### src/rtl/core/swpf_pkg.sv
// ---------------------------------------------------------------------------
// swpf_pkg
// Types and constants shared by the servo write packet framer modules.
// ---------------------------------------------------------------------------
package swpf_pkg;

    localparam int unsigned MAX_BYTES = 11;

    localparam logic [1:0] ACT_POSITION = 2'd0;
    localparam logic [1:0] ACT_SPEED    = 2'd1;
    localparam logic [1:0] ACT_LIMITS   = 2'd2;
    localparam logic [1:0] ACT_UNUSED   = 2'd3;

    localparam logic [7:0] HDR_BYTE  = 8'hFF;
    localparam logic [7:0] WRITE_INS = 8'h03;
    localparam logic [7:0] POS_ADDR  = 8'h1E;
    localparam logic [7:0] SPD_ADDR  = 8'h20;
    localparam logic [7:0] LIM_ADDR  = 8'h06;
    localparam logic [7:0] LEN_LONG  = 8'h07;
    localparam logic [7:0] LEN_SHORT = 8'h05;

    localparam logic [3:0] COUNT_LONG  = 4'd11;
    localparam logic [3:0] COUNT_SHORT = 4'd9;

    // floor(a*1023/300) == (a*GOAL_MULT) >> GOAL_SHIFT for every 9-bit a
    localparam logic [21:0] GOAL_MULT  = 22'd3575645;
    localparam int unsigned GOAL_SHIFT = 20;

    typedef struct packed {
        logic [1:0] action;
        logic [7:0] servo_id;
        logic [8:0] angle_deg;
        logic [9:0] speed;
        logic       direction;
    } cmd_t;

    typedef struct packed {
        logic [7:0] tx_byte;
        logic       last;
    } tx_t;

    typedef struct packed {
        logic [3:0]                 count;
        logic [MAX_BYTES-1:0][7:0]  bytes;
    } packet_t;

endpackage

### src/rtl/core/swpf_front.sv
// ---------------------------------------------------------------------------
// swpf_front
// Accepts commands, scales the goal angle and assembles the packet bytes
// with checksum, then hands the packet to the queue.
// ---------------------------------------------------------------------------
module swpf_front (
    input  logic               clk,
    input  logic               rst_n,
    input  logic               cmd_valid,
    output logic               cmd_ready,
    input  swpf_pkg::cmd_t     cmd,
    output logic               push,
    input  logic               push_ready,
    output swpf_pkg::packet_t  push_pkt
);

    logic              s_valid_reg;
    logic              s_valid_next;
    swpf_pkg::cmd_t    s_cmd_reg;
    logic [10:0]       s_goal_reg;
    logic [30:0]       goal_prod;
    logic              accept;
    logic [10:0]       word;
    logic [7:0]        len;
    logic [7:0]        addr;
    logic [3:0][7:0]   params;
    logic [7:0]        sum;

    assign cmd_ready = !s_valid_reg || push_ready;
    assign accept    = cmd_valid && cmd_ready;
    assign push      = s_valid_reg;

    assign goal_prod = 31'(cmd.angle_deg) * 31'(swpf_pkg::GOAL_MULT);

    always_comb
    begin
        // drop commands with the unused action code
        if (accept)
            s_valid_next = (cmd.action != swpf_pkg::ACT_UNUSED);
        else if (push_ready)
            s_valid_next = 1'b0;
        else
            s_valid_next = s_valid_reg;
    end

    always_ff @(posedge clk or negedge rst_n)
    begin
        if (!rst_n)
            s_valid_reg <= 1'b0;
        else
            s_valid_reg <= s_valid_next;
    end

    always_ff @(posedge clk)
    begin
        if (accept)
        begin
            s_cmd_reg  <= cmd;
            s_goal_reg <= goal_prod[swpf_pkg::GOAL_SHIFT +: 11];
        end
    end

    always_comb
    begin
        word = {s_cmd_reg.direction, s_cmd_reg.speed};
        unique case (s_cmd_reg.action)
            swpf_pkg::ACT_POSITION:
            begin
                len    = swpf_pkg::LEN_LONG;
                addr   = swpf_pkg::POS_ADDR;
                params = {{5'd0, word[10:8]}, word[7:0],
                          {5'd0, s_goal_reg[10:8]}, s_goal_reg[7:0]};
            end
            swpf_pkg::ACT_SPEED:
            begin
                len    = swpf_pkg::LEN_SHORT;
                addr   = swpf_pkg::SPD_ADDR;
                params = {8'h00, 8'h00, {5'd0, word[10:8]}, word[7:0]};
            end
            default:
            begin
                len    = swpf_pkg::LEN_LONG;
                addr   = swpf_pkg::LIM_ADDR;
                params = {8'h03, 8'hFF, 8'h00, 8'h00};
            end
        endcase

        sum = s_cmd_reg.servo_id + len + swpf_pkg::WRITE_INS + addr
            + params[0] + params[1] + params[2] + params[3];

        push_pkt.bytes[0] = swpf_pkg::HDR_BYTE;
        push_pkt.bytes[1] = swpf_pkg::HDR_BYTE;
        push_pkt.bytes[2] = s_cmd_reg.servo_id;
        push_pkt.bytes[3] = len;
        push_pkt.bytes[4] = swpf_pkg::WRITE_INS;
        push_pkt.bytes[5] = addr;
        push_pkt.bytes[6] = params[0];
        push_pkt.bytes[7] = params[1];
        if (s_cmd_reg.action == swpf_pkg::ACT_SPEED)
        begin
            push_pkt.count     = swpf_pkg::COUNT_SHORT;
            push_pkt.bytes[8]  = ~sum;
            push_pkt.bytes[9]  = 8'h00;
            push_pkt.bytes[10] = 8'h00;
        end
        else
        begin
            push_pkt.count     = swpf_pkg::COUNT_LONG;
            push_pkt.bytes[8]  = params[2];
            push_pkt.bytes[9]  = params[3];
            push_pkt.bytes[10] = ~sum;
        end
    end

    a_drop_unused: assert property (@(posedge clk) disable iff (!rst_n)
        accept && cmd.action == swpf_pkg::ACT_UNUSED |=> !s_valid_reg)
        else $error("unused action reached the packet stage");

    a_hold_stage: assert property (@(posedge clk) disable iff (!rst_n)
        s_valid_reg && !push_ready |=> s_valid_reg && $stable(s_cmd_reg))
        else $error("stalled packet stage lost its command");

    a_goal_range: assert property (@(posedge clk) disable iff (!rst_n)
        s_valid_reg |-> s_goal_reg <= 11'd1742)
        else $error("scaled goal out of range");

endmodule

### src/rtl/core/swpf_queue.sv
// ---------------------------------------------------------------------------
// swpf_queue
// Two-entry packet queue between the assembly stage and the serializer.
// ---------------------------------------------------------------------------
module swpf_queue (
    input  logic               clk,
    input  logic               rst_n,
    input  logic               push,
    output logic               push_ready,
    input  swpf_pkg::packet_t  push_pkt,
    input  logic               pop,
    output logic               pop_valid,
    output swpf_pkg::packet_t  pop_pkt
);

    swpf_pkg::packet_t entries_reg [2];
    logic       wr_ptr_reg;
    logic       wr_ptr_next;
    logic       rd_ptr_reg;
    logic       rd_ptr_next;
    logic [1:0] count_reg;
    logic [1:0] count_next;
    logic       do_push;
    logic       do_pop;

    assign push_ready = (count_reg != 2'd2);
    assign pop_valid  = (count_reg != 2'd0);
    assign pop_pkt    = entries_reg[rd_ptr_reg];
    assign do_push    = push && push_ready;
    assign do_pop     = pop && pop_valid;

    always_comb
    begin
        wr_ptr_next = wr_ptr_reg ^ do_push;
        rd_ptr_next = rd_ptr_reg ^ do_pop;
        count_next  = count_reg + 2'(do_push) - 2'(do_pop);
    end

    always_ff @(posedge clk or negedge rst_n)
    begin
        if (!rst_n)
        begin
            wr_ptr_reg <= 1'b0;
            rd_ptr_reg <= 1'b0;
            count_reg  <= 2'd0;
        end
        else
        begin
            wr_ptr_reg <= wr_ptr_next;
            rd_ptr_reg <= rd_ptr_next;
            count_reg  <= count_next;
        end
    end

    always_ff @(posedge clk)
    begin
        if (do_push)
            entries_reg[wr_ptr_reg] <= push_pkt;
    end

    a_count_bound: assert property (@(posedge clk) disable iff (!rst_n)
        count_reg != 2'd3)
        else $error("queue count overflow");

    a_ptr_match: assert property (@(posedge clk) disable iff (!rst_n)
        (count_reg == 2'd0 || count_reg == 2'd2) |-> wr_ptr_reg == rd_ptr_reg)
        else $error("queue pointers disagree with count");

    a_no_pop_empty: assert property (@(posedge clk) disable iff (!rst_n)
        count_reg == 2'd0 && !do_push |=> count_reg == 2'd0)
        else $error("empty queue changed without a push");

endmodule

### src/rtl/core/swpf_back.sv
// ---------------------------------------------------------------------------
// swpf_back
// Serializes queued packets one byte per cycle, while the receiver accepts, into the output register.
// ---------------------------------------------------------------------------
module swpf_back (
    input  logic               clk,
    input  logic               rst_n,
    output logic               pop,
    input  logic               pop_valid,
    input  swpf_pkg::packet_t  pop_pkt,
    output logic               tx_valid,
    input  logic               tx_ready,
    output swpf_pkg::tx_t      tx
);

    swpf_pkg::packet_t pkt_reg;
    logic [3:0]        idx_reg;
    logic [3:0]        idx_next;
    logic              busy_reg;
    logic              busy_next;
    logic              out_valid_reg;
    logic              out_valid_next;
    swpf_pkg::tx_t     out_reg;
    logic              adv;
    logic              last_byte;

    assign adv       = busy_reg && (!out_valid_reg || tx_ready);
    assign last_byte = (idx_reg == pkt_reg.count - 4'd1);
    // load the next packet right as the current one sends its checksum
    assign pop       = pop_valid && (!busy_reg || (adv && last_byte));

    assign tx_valid = out_valid_reg;
    assign tx       = out_reg;

    always_comb
    begin
        idx_next       = idx_reg;
        busy_next      = busy_reg;
        out_valid_next = out_valid_reg;
        priority if (pop)
        begin
            idx_next  = 4'd0;
            busy_next = 1'b1;
        end
        else if (adv)
        begin
            idx_next  = idx_reg + 4'd1;
            busy_next = !last_byte;
        end
        if (adv)
            out_valid_next = 1'b1;
        else if (tx_ready)
            out_valid_next = 1'b0;
    end

    always_ff @(posedge clk or negedge rst_n)
    begin
        if (!rst_n)
        begin
            idx_reg       <= 4'd0;
            busy_reg      <= 1'b0;
            out_valid_reg <= 1'b0;
        end
        else
        begin
            idx_reg       <= idx_next;
            busy_reg      <= busy_next;
            out_valid_reg <= out_valid_next;
        end
    end

    always_ff @(posedge clk)
    begin
        if (pop)
            pkt_reg <= pop_pkt;
        if (adv)
        begin
            out_reg.tx_byte <= pkt_reg.bytes[idx_reg];
            out_reg.last    <= last_byte;
        end
    end

    a_idx_bound: assert property (@(posedge clk) disable iff (!rst_n)
        busy_reg |-> idx_reg < pkt_reg.count)
        else $error("byte index past end of packet");

    a_pop_restart: assert property (@(posedge clk) disable iff (!rst_n)
        pop |=> busy_reg && idx_reg == 4'd0)
        else $error("packet load did not restart serializer");

    a_header: assert property (@(posedge clk) disable iff (!rst_n)
        adv && idx_reg <= 4'd1 |=> out_reg.tx_byte == swpf_pkg::HDR_BYTE && !out_reg.last)
        else $error("packet does not open with two header bytes");

    a_out_hold: assert property (@(posedge clk) disable iff (!rst_n)
        out_valid_reg && !tx_ready |=> out_valid_reg && $stable(out_reg))
        else $error("stalled output byte changed");

endmodule

### src/rtl/core/servo_write_packet_framer_top.sv
// The first packet byte passes the front stage register, a queue entry, the packet
// register and the output register. Output runs one byte per cycle while tx_ready is
// high; position and limit packets are 11 bytes, speed packets 9. Packets stream
// back to back through a two-entry queue; unused action codes produce nothing.
// Reset: rst_n clears the queue, serializer and output valid; no packet pending.
// ---------------------------------------------------------------------------
// servo_write_packet_framer_top
// Frames servo write commands into header, id, length, instruction, address,
// parameter and checksum bytes.
// ---------------------------------------------------------------------------
module servo_write_packet_framer_top (
    input  logic            clk,
    input  logic            rst_n,
    input  logic            cmd_valid,
    output logic            cmd_ready,
    input  swpf_pkg::cmd_t  cmd,
    output logic            tx_valid,
    input  logic            tx_ready,
    output swpf_pkg::tx_t   tx
);

    logic              push;
    logic              push_ready;
    swpf_pkg::packet_t push_pkt;
    logic              pop;
    logic              pop_valid;
    swpf_pkg::packet_t pop_pkt;

    swpf_front u_front (
        .clk        (clk),
        .rst_n      (rst_n),
        .cmd_valid  (cmd_valid),
        .cmd_ready  (cmd_ready),
        .cmd        (cmd),
        .push       (push),
        .push_ready (push_ready),
        .push_pkt   (push_pkt)
    );

    swpf_queue u_queue (
        .clk        (clk),
        .rst_n      (rst_n),
        .push       (push),
        .push_ready (push_ready),
        .push_pkt   (push_pkt),
        .pop        (pop),
        .pop_valid  (pop_valid),
        .pop_pkt    (pop_pkt)
    );

    swpf_back u_back (
        .clk        (clk),
        .rst_n      (rst_n),
        .pop        (pop),
        .pop_valid  (pop_valid),
        .pop_pkt    (pop_pkt),
        .tx_valid   (tx_valid),
        .tx_ready   (tx_ready),
        .tx         (tx)
    );

endmodule

### config.mk
export PLATFORM = sky130hd
export DESIGN_NAME = servo_write_packet_framer_top
export DESIGN_NICKNAME = d
export VERILOG_FILES = /design/src/rtl/core/swpf_pkg.sv /design/src/rtl/core/swpf_front.sv /design/src/rtl/core/swpf_queue.sv /design/src/rtl/core/swpf_back.sv /design/src/rtl/core/servo_write_packet_framer_top.sv
export SDC_FILE = /design/constraint.sdc
export NUM_CORES = 1
export LEC_CHECK = 0
export BUFFER_PORTS_ARGS = -buffer_cell sky130_fd_sc_hd__clkbuf_2
export CAP_MARGIN = 20
export CORE_ASPECT_RATIO = 1.4
export CORE_MARGIN = 1
export CORE_UTILIZATION = 50
export DETAILED_ROUTE_END_ITERATION = 7
export PLACE_DENSITY = 0.79
export SLEW_MARGIN = 15
export SYNTH_ARGS = -nofsm -noshare
export SYNTH_HDL_FRONTEND = slang
export SYNTH_SLANG_ARGS = --single-unit
### constraint.sdc
create_clock -name clk -period 6.3 [get_ports clk]
set_input_delay 1.26 -clock clk [delete_from_list [all_inputs] [get_ports clk]]
set_output_delay 1.26 -clock clk [all_outputs]
set_load 0.005 [all_outputs]
==> impl_metrics.ini, run 1 <==
[cts]
post_cts_buffers = 0
clk_pin_slew_ps = 70
cts_tree = built
hold_buffers = 0
clk_latency_ps = 430
cts-root-buf = clkbuf_16
cts_resized = 0
htreeDepth = 4
cts_sinks = 178
cts_buffer_depth = 2
cts_buffers = 17

[synthesis]
yosys_warnings = 0
synthArstFlopShare_pct = 6.18
synthTopCellsByArea = edfxtp_1 (47%), fa_1 (15%), ha_1 (10%), inv_1 (4.5%), mux2_2 (4.4%)
syn_inst = 787
synth_edf_count = 167
ys_seq_area_share_pct = 49.6
synth.distinct_cells = 57
synth_flop_cell = edfxtp_1
netlist_area_mm2 = 0.0107
post-synth-top-area-cell = edfxtp_1
yosysTopAreaCellShare_pct = 47.0
synth_area_per_cell_um2 = 13.6
synth-seq-cells = 178
syn_nets = 986

[power]
ir_worst_vdd_mv = 0.223
power_density_mw_per_mm2 = 496
power_leakage_uw = 0.00498
finalPower_uw = 5830

[timing]
finalSetupViolations = 0
final-hold-violation-count = 0
fin_crit_ps = 5350
skew_ps = 9.40
rsz0062_at_grt = false
slew_viol_final = 0
slew_headroom_pct = 30.6
hold_ws_ps = 484
fmax_ghz = 0.187
worst_pin_slew_ps = 1040
min_period_over_period_pct = 85.0
fin_tns_setup_ps = 0

[route]
avgRoutedWirePerCell_um = 17.9
drt-initial-drc-count = 273
ant_nets = 0
dr.pass1.iters = 7
drc = 2
wirelength_um = 19700
num_vias = 5916
viasPerCell = 5.36

[setup_path]
crit_end = u_queue.entries_reg[0][39]$_DFFE_PP_
critPathLaunchType = flip-flop
r2r-start = u_front.s_cmd_reg[28]$_DFFE_PP_
r2r_slack_ps = 950
crit_fanout = 12
r2r-end = u_queue.entries_reg[0][39]$_DFFE_PP_
reg2regPathDepth = 17
cp-end-kind = flip-flop
crit_chain = buf_4 > mux2i_1 > nor2_1 > fa_1 > inv_1 > fa_1 > fa_1 > inv_1 > ha_1 > fa_1 > a21o_1 > a21oi_1 > o21bai_1 > a21oi_1 > xnor2_1 > o21ai_0 > or3b_2
required_ps = 6470
path_class = reg2reg
arrival_ps = 5520
max_stage_delay_ps = 580
slowest_stage = fa_1
critPathLaunch = u_front.s_cmd_reg[28]$_DFFE_PP_
crit_top_cell = fa_1

[final_layout]
final_common_cell = edfxtp_1
fill_cells = 1630
antenna_cells = 0
final_cell_mix = edfxtp_1 (167), inv_1 (129), ha_1 (85), fa_1 (78), clkbuf_2 (44)
largest_register_ffs = 84
regArea_mm2 = 0.00529
areaGrowthSynthToFinish_pct = 10.2
nNetsFinal = 1034
drive_gt1_share_pct = 17.0
multi_input_area_mm2 = 0.00482

[placed_design]
globalplace.congestion = 0.901
dp_hpwl_um = 15400
port_buffers = 44

[job]
maxCapViolations = 0

[outcome]
status = finished, violations left
violations = DRC

[grt]
grt_pass1_vias = 6466
grt_max_degree = 48
overflow = 0
grt_pass1_wl_um = 32800
antenna_found_initial = 0
grt_use_total_pct = 19.6

[hold_path]
hold_class = reg2reg

[die]
io_pins = 45
rows = 62
die-area_mm2 = 0.0219
core_area_mm2 = 0.0207
die_h_um = 175
initial_core_util_pct = 51.5
die_width_um = 125
worst max-delay path, delay by kind of cell, from the launching register on:
| family | cells | cell delay, ps |
|---|---|---|
| AOI/OAI and AO/OA | 5 | 950 |
| buffers and inverters | 3 | 400 |
| adders and majority gates | 5 | 2280 |
| xor gates and xnor gates | 1 | 160 |
| muxes | 1 | 220 |
| and+or+nand+nor | 2 | 570 |
| DFF | 1 | 530 |
cell usage after synthesis (5+ instances only):
master,count
xor2_1,9
dfrtp_1,11
or2_2,5
ha_1,87
o21bai_1,6
inv_1,129
and2_1,5
fa_1,78
nor2b_1,6
clkbuf_1,20
a211oi_1,5
mux2_2,42
o21ai_0,9
xnor2_1,15
nand3_1,10
edfxtp_1,167
nor2_1,32
nand2b_1,6
a21o_1,18
a21oi_1,28
nand2_1,22
mux2i_1,23
per-stage QoR:
stage / instances / utilization, % / setup WS (ps) / area, µm²
final: 1104 / 56.8 / 945 / 11800
after global routing: 1104 / 56.8 / 660 / 11800
after CTS: 1104 / 56.8 / 942 / 11800
after detailed placement: 1072 / 54.0 / 521 / 11200
after global placement: 1072 / 54.0 / 551 / 11200
after floorplan: 787 / - / 1110 / 10700
worst min path at each step:
stage	from	end	slack (ps)	cells past startpoint
floorplan	u_front.push_pkt[22]$_DFFE_PP_	u_queue.entries_reg[0][6]$_DFFE_PP_	450	0
global placement	u_back.busy_reg$_DFFE_PN0P_	u_back.tx_valid$_DFFE_PN0P_	460	1
detailed placement	u_back.busy_reg$_DFFE_PN0P_	u_back.tx_valid$_DFFE_PN0P_	480	1
CTS	u_back.busy_reg$_DFFE_PN0P_	u_back.tx_valid$_DFFE_PN0P_	500	1
global route	u_back.busy_reg$_DFFE_PN0P_	u_back.tx_valid$_DFFE_PN0P_	510	1
finish	u_back.busy_reg$_DFFE_PN0P_	u_back.tx_valid$_DFFE_PN0P_	480	1
report_power, final:
| part | switching [µW] | leakage [µW] | internal [µW] |
|---|---|---|---|
| combinational | 1590 | 0.00303 | 1190 |
| sequential | 156 | 0.00168 | 1890 |
| clock | 480 | 0.000267 | 524 |
kinds of logic (layout without fill, tap and decap cells):
group                      count (synthesis)  after routing  synth area share [%]
DFF                                      178            178                  49.6
other                                      1              1                0.0351
xor gates and xnor gates                  24             24                  1.97
buffers and inverters                    152            213                  5.34
muxes                                     65             65                  6.59
adders and majority gates                165            165                  24.8
AOI/OAI and AO/OA                        103            103                  7.21
and+or+nand+nor                           99             99                  4.48
area by class of cell:
| class | instances | share of cell area, % |
|---|---|---|
| inverters | 130 | 4.15 |
| multi-input cells | 457 | 41.0 |
| repair buffers | 51 | 2.32 |
| clock inverters | 15 | 1.22 |
| flip-flops and latches | 178 | 45.0 |
| clock buffers | 17 | 3.62 |
| well taps | 256 | 2.72 |
metal layers:
metal	part of all wire, %	GRT usage (%)	vias to the layer above	wire length, µm
li1	-	-	2828	-
met3	2.1	2.79	40	416
met4	3.7	10.3	0	738
met2	56	37.3	98	11100
met1	38	20.8	2950	7440
met5	0	0	-	0
(Power assumes the default switching activity.)
==> run 2, diff against run 1 <==
==> constraint.sdc (replaced) <==
create_clock -name clk -period 5.56 [get_ports clk]
set_input_delay 1.112 -clock clk [delete_from_list [all_inputs] [get_ports clk]]
set_output_delay 1.112 -clock clk [all_outputs]
set_load 0.005 [all_outputs]
==> impl_metrics.ini, run 2 (synthesis results as in run 1) <==
[outcome]
status = finished, violations left
violations = DRC

[timing]
slew_viol_final = 0
fmax_ghz = 0.192
fin_tns_setup_ps = 0
fin_crit_ps = 5210
finalSetupViolations = 0
slew_headroom_pct = 30.2
min_period_over_period_pct = 93.7
final-hold-violation-count = 0
setup_ws_ps = 351
skew_ps = 9.22
worst_pin_slew_ps = 1050
rsz0062_at_grt = false

[grt]
overflow = 0
grt_pass1_wl_um = 31500
grt_pass1_vias = 6327
antenna_found_initial = 0
grt_use_total_pct = 19.0
grt_max_degree = 48

[die]
initial_core_util_pct = 51.5
rows = 62
die_width_um = 125
die-area_mm2 = 0.0219
io_pins = 45
die_h_um = 175
core_area_mm2 = 0.0207

[route]
ant_nets = 0
avgRoutedWirePerCell_um = 17.4
viasPerCell = 5.31
dr.pass1.iters = 8
drt-initial-drc-count = 264
drc = 2
num_vias = 5910
wirelength_um = 19300

[setup_path]
crit_chain = buf_4 > nor2_1 > and2_1 > nor2_1 > ha_1 > inv_1 > fa_1 > fa_1 > inv_1 > fa_1 > a21o_1 > a21oi_1 > o21bai_1 > a21oi_1 > xnor2_1 > o21ai_0 > or3b_2
slowest_stage = edfxtp_1
critPathLaunchType = flip-flop
required_ps = 5720
crit_buf_inv = 3
crit_family = adder cells
crit_top_cell = fa_1
crit_fanout = 16
max_stage_delay_ps = 670
reg2regPathDepth = 17
cp-end-kind = flip-flop
cp.depth = 17
path_class = reg2reg
arrival_ps = 5370

[final_layout]
drive_gt1_share_pct = 17.9
fin_area_mm2 = 0.0118
final_common_cell = edfxtp_1
fill_cells = 1610
fin_util_pct = 57.1
antenna_cells = 0
fin_cells = 1113
regArea_mm2 = 0.00529
multi_input_area_mm2 = 0.00482
nNetsFinal = 1043
largest_register_ffs = 84
areaGrowthSynthToFinish_pct = 10.8
final_cell_mix = edfxtp_1 (167), inv_1 (129), ha_1 (85), fa_1 (78), clkbuf_2 (44)

[hold_path]
hold_class = reg2reg
hold_depth = 1

[cts]
cts_buffer_depth = 2
cts_sinks = 178
hold_buffers = 0
htreeDepth = 4
cts_tree = built
clk_latency_ps = 420
cts-root-buf = clkbuf_16
cts_buffers = 17
clk_pin_slew_ps = 70
cts_resized = 0
post_cts_buffers = 0

[power]
p_seq_share_pct = 35.2
ir_worst_vdd_mv = 0.234
internal_power_uw = 4080
swShare_pct = 37.9
power_density_mw_per_mm2 = 556
p_switching_uw = 2490
pwr-share-clk_pct = 17.1
power_leakage_uw = 0.00502
combPwrFrac_pct = 47.7

[job]
maxCapViolations = 0

[placed_design]
port_buffers = 44
dp_hpwl_um = 15500
placed_area_mm2 = 0.0113
placed_cells = 1081
globalplace.congestion = 0.922
place_ws_ps = 34.2
[run 2: metrics by stage]
step | hold slack, ps | total power, µW
after floorplan | 445 | 4700
after global placement | 456 | 5350
after detailed placement | 466 | 5480
after CTS | 481 | 6640
after global routing | 515 | 7090
final | 475 | 6570
[run 2: per-layer routing]
metal | GRT usage [%] | wire [µm]
met5 | 0 | 0
met3 | 2.60 | 391
met1 | 19.7 | 7040
met4 | 8.99 | 592
met2 | 37.0 | 11300
[run 2: final timing paths]
| path | from | to | slack [ps] |
|---|---|---|---|
| worst max register to register | u_front.s_cmd_reg[29]$_DFFE_PP_ | u_queue.entries_reg[1][39]$_DFFE_PP_ | 350 |
| worst max-delay path | u_front.s_cmd_reg[29]$_DFFE_PP_ | u_queue.entries_reg[1][39]$_DFFE_PP_ | 350 |
| min in group asynchronous | rst_n | u_queue.count_reg[1]$_DFF_PN0_ | 560 |
| max in group asynchronous | rst_n | u_front.push$_DFFE_PN0P_ | 4780 |
| worst min register to register | u_back.busy_reg$_DFFE_PN0P_ | u_back.tx_valid$_DFFE_PN0P_ | 470 |
| worst min-delay path | u_back.busy_reg$_DFFE_PN0P_ | u_back.tx_valid$_DFFE_PN0P_ | 470 |
[run 2: cell type report]
cell class	instances	share of cell area, %
Multi-Input combinational cell	457	40.8
Clock inverter	15	1.20
Clock buffer	17	3.60
Inverter	130	4.13
Timing Repair Buffer	60	2.88
Tap cell	256	2.71
Sequential cell	178	44.7
[run 2: worst reg2reg max path, delay by kind of cell (launching register included)]
kind	cells	cell delay, ps
adders and majority gates	4	1760
DFF	1	670
buffers and inverters	3	400
AOI/OAI and AO/OA	5	900
xor gates and xnor gates	1	160
and+or+nand+nor	4	1060
[run 2: power groups by stage]
stage	sequential [µW]	combinational [µW]	clock [µW]
6_report	2310	3140	1120
5_1_grt	2350	3540	1200
4_1_cts	2320	3180	1140
3_5_place_dp	2340	3140	0
3_3_place_gp	2320	3030	0
2_1_floorplan	2250	2450	0
==> run 3, diff against run 2 <==
--- a/config.mk
+++ b/config.mk
@@ -7,11 +7,13 @@
 export LEC_CHECK = 0
 export BUFFER_PORTS_ARGS = -buffer_cell sky130_fd_sc_hd__clkbuf_2
 export CAP_MARGIN = 20
+export CELL_PAD_IN_SITES_DETAIL_PLACEMENT = 1
+export CELL_PAD_IN_SITES_GLOBAL_PLACEMENT = 2
 export CORE_ASPECT_RATIO = 1.4
 export CORE_MARGIN = 1
-export CORE_UTILIZATION = 50
+export CORE_UTILIZATION = 45
 export DETAILED_ROUTE_END_ITERATION = 7
-export PLACE_DENSITY = 0.79
+export PLACE_DENSITY = 0.93
 export SLEW_MARGIN = 15
 export SYNTH_ARGS = -nofsm -noshare
 export SYNTH_HDL_FRONTEND = slang
==> impl_metrics.ini, run 3 (synthesis results as in run 1) <==
[cts]
clk_pin_slew_ps = 60
post_cts_buffers = 0
cts_tree = built
cts_buffer_depth = 2
cts_sinks = 178
clk_latency_ps = 440
cts_buffers = 17
htreeDepth = 4
cts-root-buf = clkbuf_16

[final_layout]
drive_gt1_share_pct = 18.5
fill_cells = 2372
fin_util_pct = 51.4
final_common_cell = edfxtp_1
final_cell_mix = edfxtp_1 (167), inv_1 (129), ha_1 (85), fa_1 (78), clkbuf_2 (44)
fin_cells = 1169
largest_register_ffs = 84
antenna_cells = 0
nNetsFinal = 1049
areaGrowthSynthToFinish_pct = 12.2

[die]
rows = 66
io_pins = 45
die_h_um = 184
core_area_mm2 = 0.0233
die-area_mm2 = 0.0244
initial_core_util_pct = 45.8
die_width_um = 132

[placed_design]
dp_hpwl_um = 18300
placed_cells = 1137
port_buffers = 44
globalplace.congestion = 0.888

[timing]
worst_pin_slew_ps = 1080
slew_viol_final = 0
slew_headroom_pct = 28.0
fmax_ghz = 0.189
min_period_over_period_pct = 95.3
rsz0062_at_grt = false
finalSetupViolations = 0
skew_ps = 7.58
fin_tns_setup_ps = 0
final-hold-violation-count = 0
fin_crit_ps = 5300

[setup_path]
slowest_stage = fa_1
path_class = reg2reg
r2r-end = u_queue.entries_reg[1][39]$_DFFE_PP_
cp.depth = 17
crit_fanout = 9
critPathLaunchType = flip-flop
r2r-start = u_front.s_cmd_reg[28]$_DFFE_PP_
crit_chain = buf_4 > mux2i_1 > nor2_1 > fa_1 > inv_1 > fa_1 > fa_1 > inv_1 > ha_1 > fa_1 > a21o_1 > a21oi_2 > o21bai_1 > a21oi_1 > xnor2_1 > o21ai_0 > or3b_2
cp-end-kind = flip-flop
r2r_slack_ps = 260
reg2regPathDepth = 17
max_stage_delay_ps = 580
crit_family = adder cells
required_ps = 5730
arrival_ps = 5470
crit_buf_inv = 3
crit_end = u_queue.entries_reg[1][39]$_DFFE_PP_
crit_top_cell = fa_1
critPathLaunch = u_front.s_cmd_reg[28]$_DFFE_PP_

[outcome]
status = finished clean

[power]
pwr-share-clk_pct = 17.8
combPwrFrac_pct = 48.3
internal_power_uw = 4240
p_seq_share_pct = 33.9
p_switching_uw = 2670
power_leakage_uw = 0.00508
swShare_pct = 38.6
power_density_mw_per_mm2 = 576
ir_worst_vdd_mv = 0.230

[grt]
antenna_found_initial = 0
grt_max_degree = 48
grt_pass1_vias = 6863
grt_pass1_wl_um = 36500
grt_use_total_pct = 20.3
overflow = 0

[route]
avgRoutedWirePerCell_um = 19.7
ant_nets = 0
num_vias = 6047
dr.pass1.iters = 4
wirelength_um = 23100
drc = 0
viasPerCell = 5.17
drt-initial-drc-count = 229

[hold_path]
hold_class = reg2reg

[job]
maxCapViolations = 0
==> run 3: final cells by class <==
class / count / area (µm²) / share of cell area (%)
Sequential cell: 178 / 5290 / 44.2
Multi-Input combinational cell: 457 / 4820 / 40.3
Inverter: 130 / 488 / 4.07
Clock buffer: 17 / 425 / 3.55
Timing Repair Buffer: 66 / 385 / 3.22
Tap cell: 306 / 383 / 3.20
Clock inverter: 15 / 181 / 1.51
==> run 3: worst register-to-register path, cell delays in order (launching register included) <==
cell,delay [ps]
edfxtp_1,500
buf_4,260
mux2i_1,200
nor2_1,110
fa_1,580
inv_1,60
fa_1,520
fa_1,560
inv_1,50
ha_1,230
fa_1,430
a21o_1,210
a21oi_2,230
o21bai_1,100
a21oi_1,190
xnor2_1,180
o21ai_0,170
or3b_2,470
==> run 3: through the flow <==
step	hold slack [ps]	setup WS, ps	area (µm²)	power [µW]
3_5_place_dp	466	-140	11400	5670
3_3_place_gp	452	70.4	11400	5400
5_1_grt	496	74.6	12000	7390
4_1_cts	482	132	12000	6970
2_1_floorplan	445	413	10700	4700
6_report	478	261	12000	6900
==> run 3: repair_timing <==
action / CTS / global route
gates resized for setup: 0 / 1
endpoints found under the setup margin: 0 / 2
hold buffers: 0 / 0
hold endpoints to repair: 0 / 0
==> run 3: power by group through the flow <==
stage                     clock, µW  combinational, µW  sequential [µW]
after global routing           1280               3740             2380
after CTS                      1240               3380             2350
after global placement            0               3080             2330
after detailed placement          0               3300             2360
final                          1230               3330             2340
after floorplan                   0               2450             2250
==> run 3: routing by layer <==
layer	up-vias	share of wire, %	GRT usage [%]
met4	0	3.6	9.84
met5	-	0	0
met3	45	1.7	2.50
met2	94	58	41.1
met1	3056	36	20.1
li1	2852	-	-
==> run 3: worst min path at each step <==
stage                     slack, ps                           start                                  end  cells past startpoint
final                           480  u_front.push_pkt[22]$_DFFE_PP_  u_queue.entries_reg[0][6]$_DFFE_PP_                      0
after global routing            500  u_front.push_pkt[22]$_DFFE_PP_  u_queue.entries_reg[0][6]$_DFFE_PP_                      0
after CTS                       480  u_front.push_pkt[22]$_DFFE_PP_  u_queue.entries_reg[0][6]$_DFFE_PP_                      0
after detailed placement        470  u_front.push_pkt[22]$_DFFE_PP_  u_queue.entries_reg[0][6]$_DFFE_PP_                      0
after global placement          450  u_front.push_pkt[22]$_DFFE_PP_  u_queue.entries_reg[0][6]$_DFFE_PP_                      0
after floorplan                 450  u_front.push_pkt[22]$_DFFE_PP_  u_queue.entries_reg[0][6]$_DFFE_PP_                      0
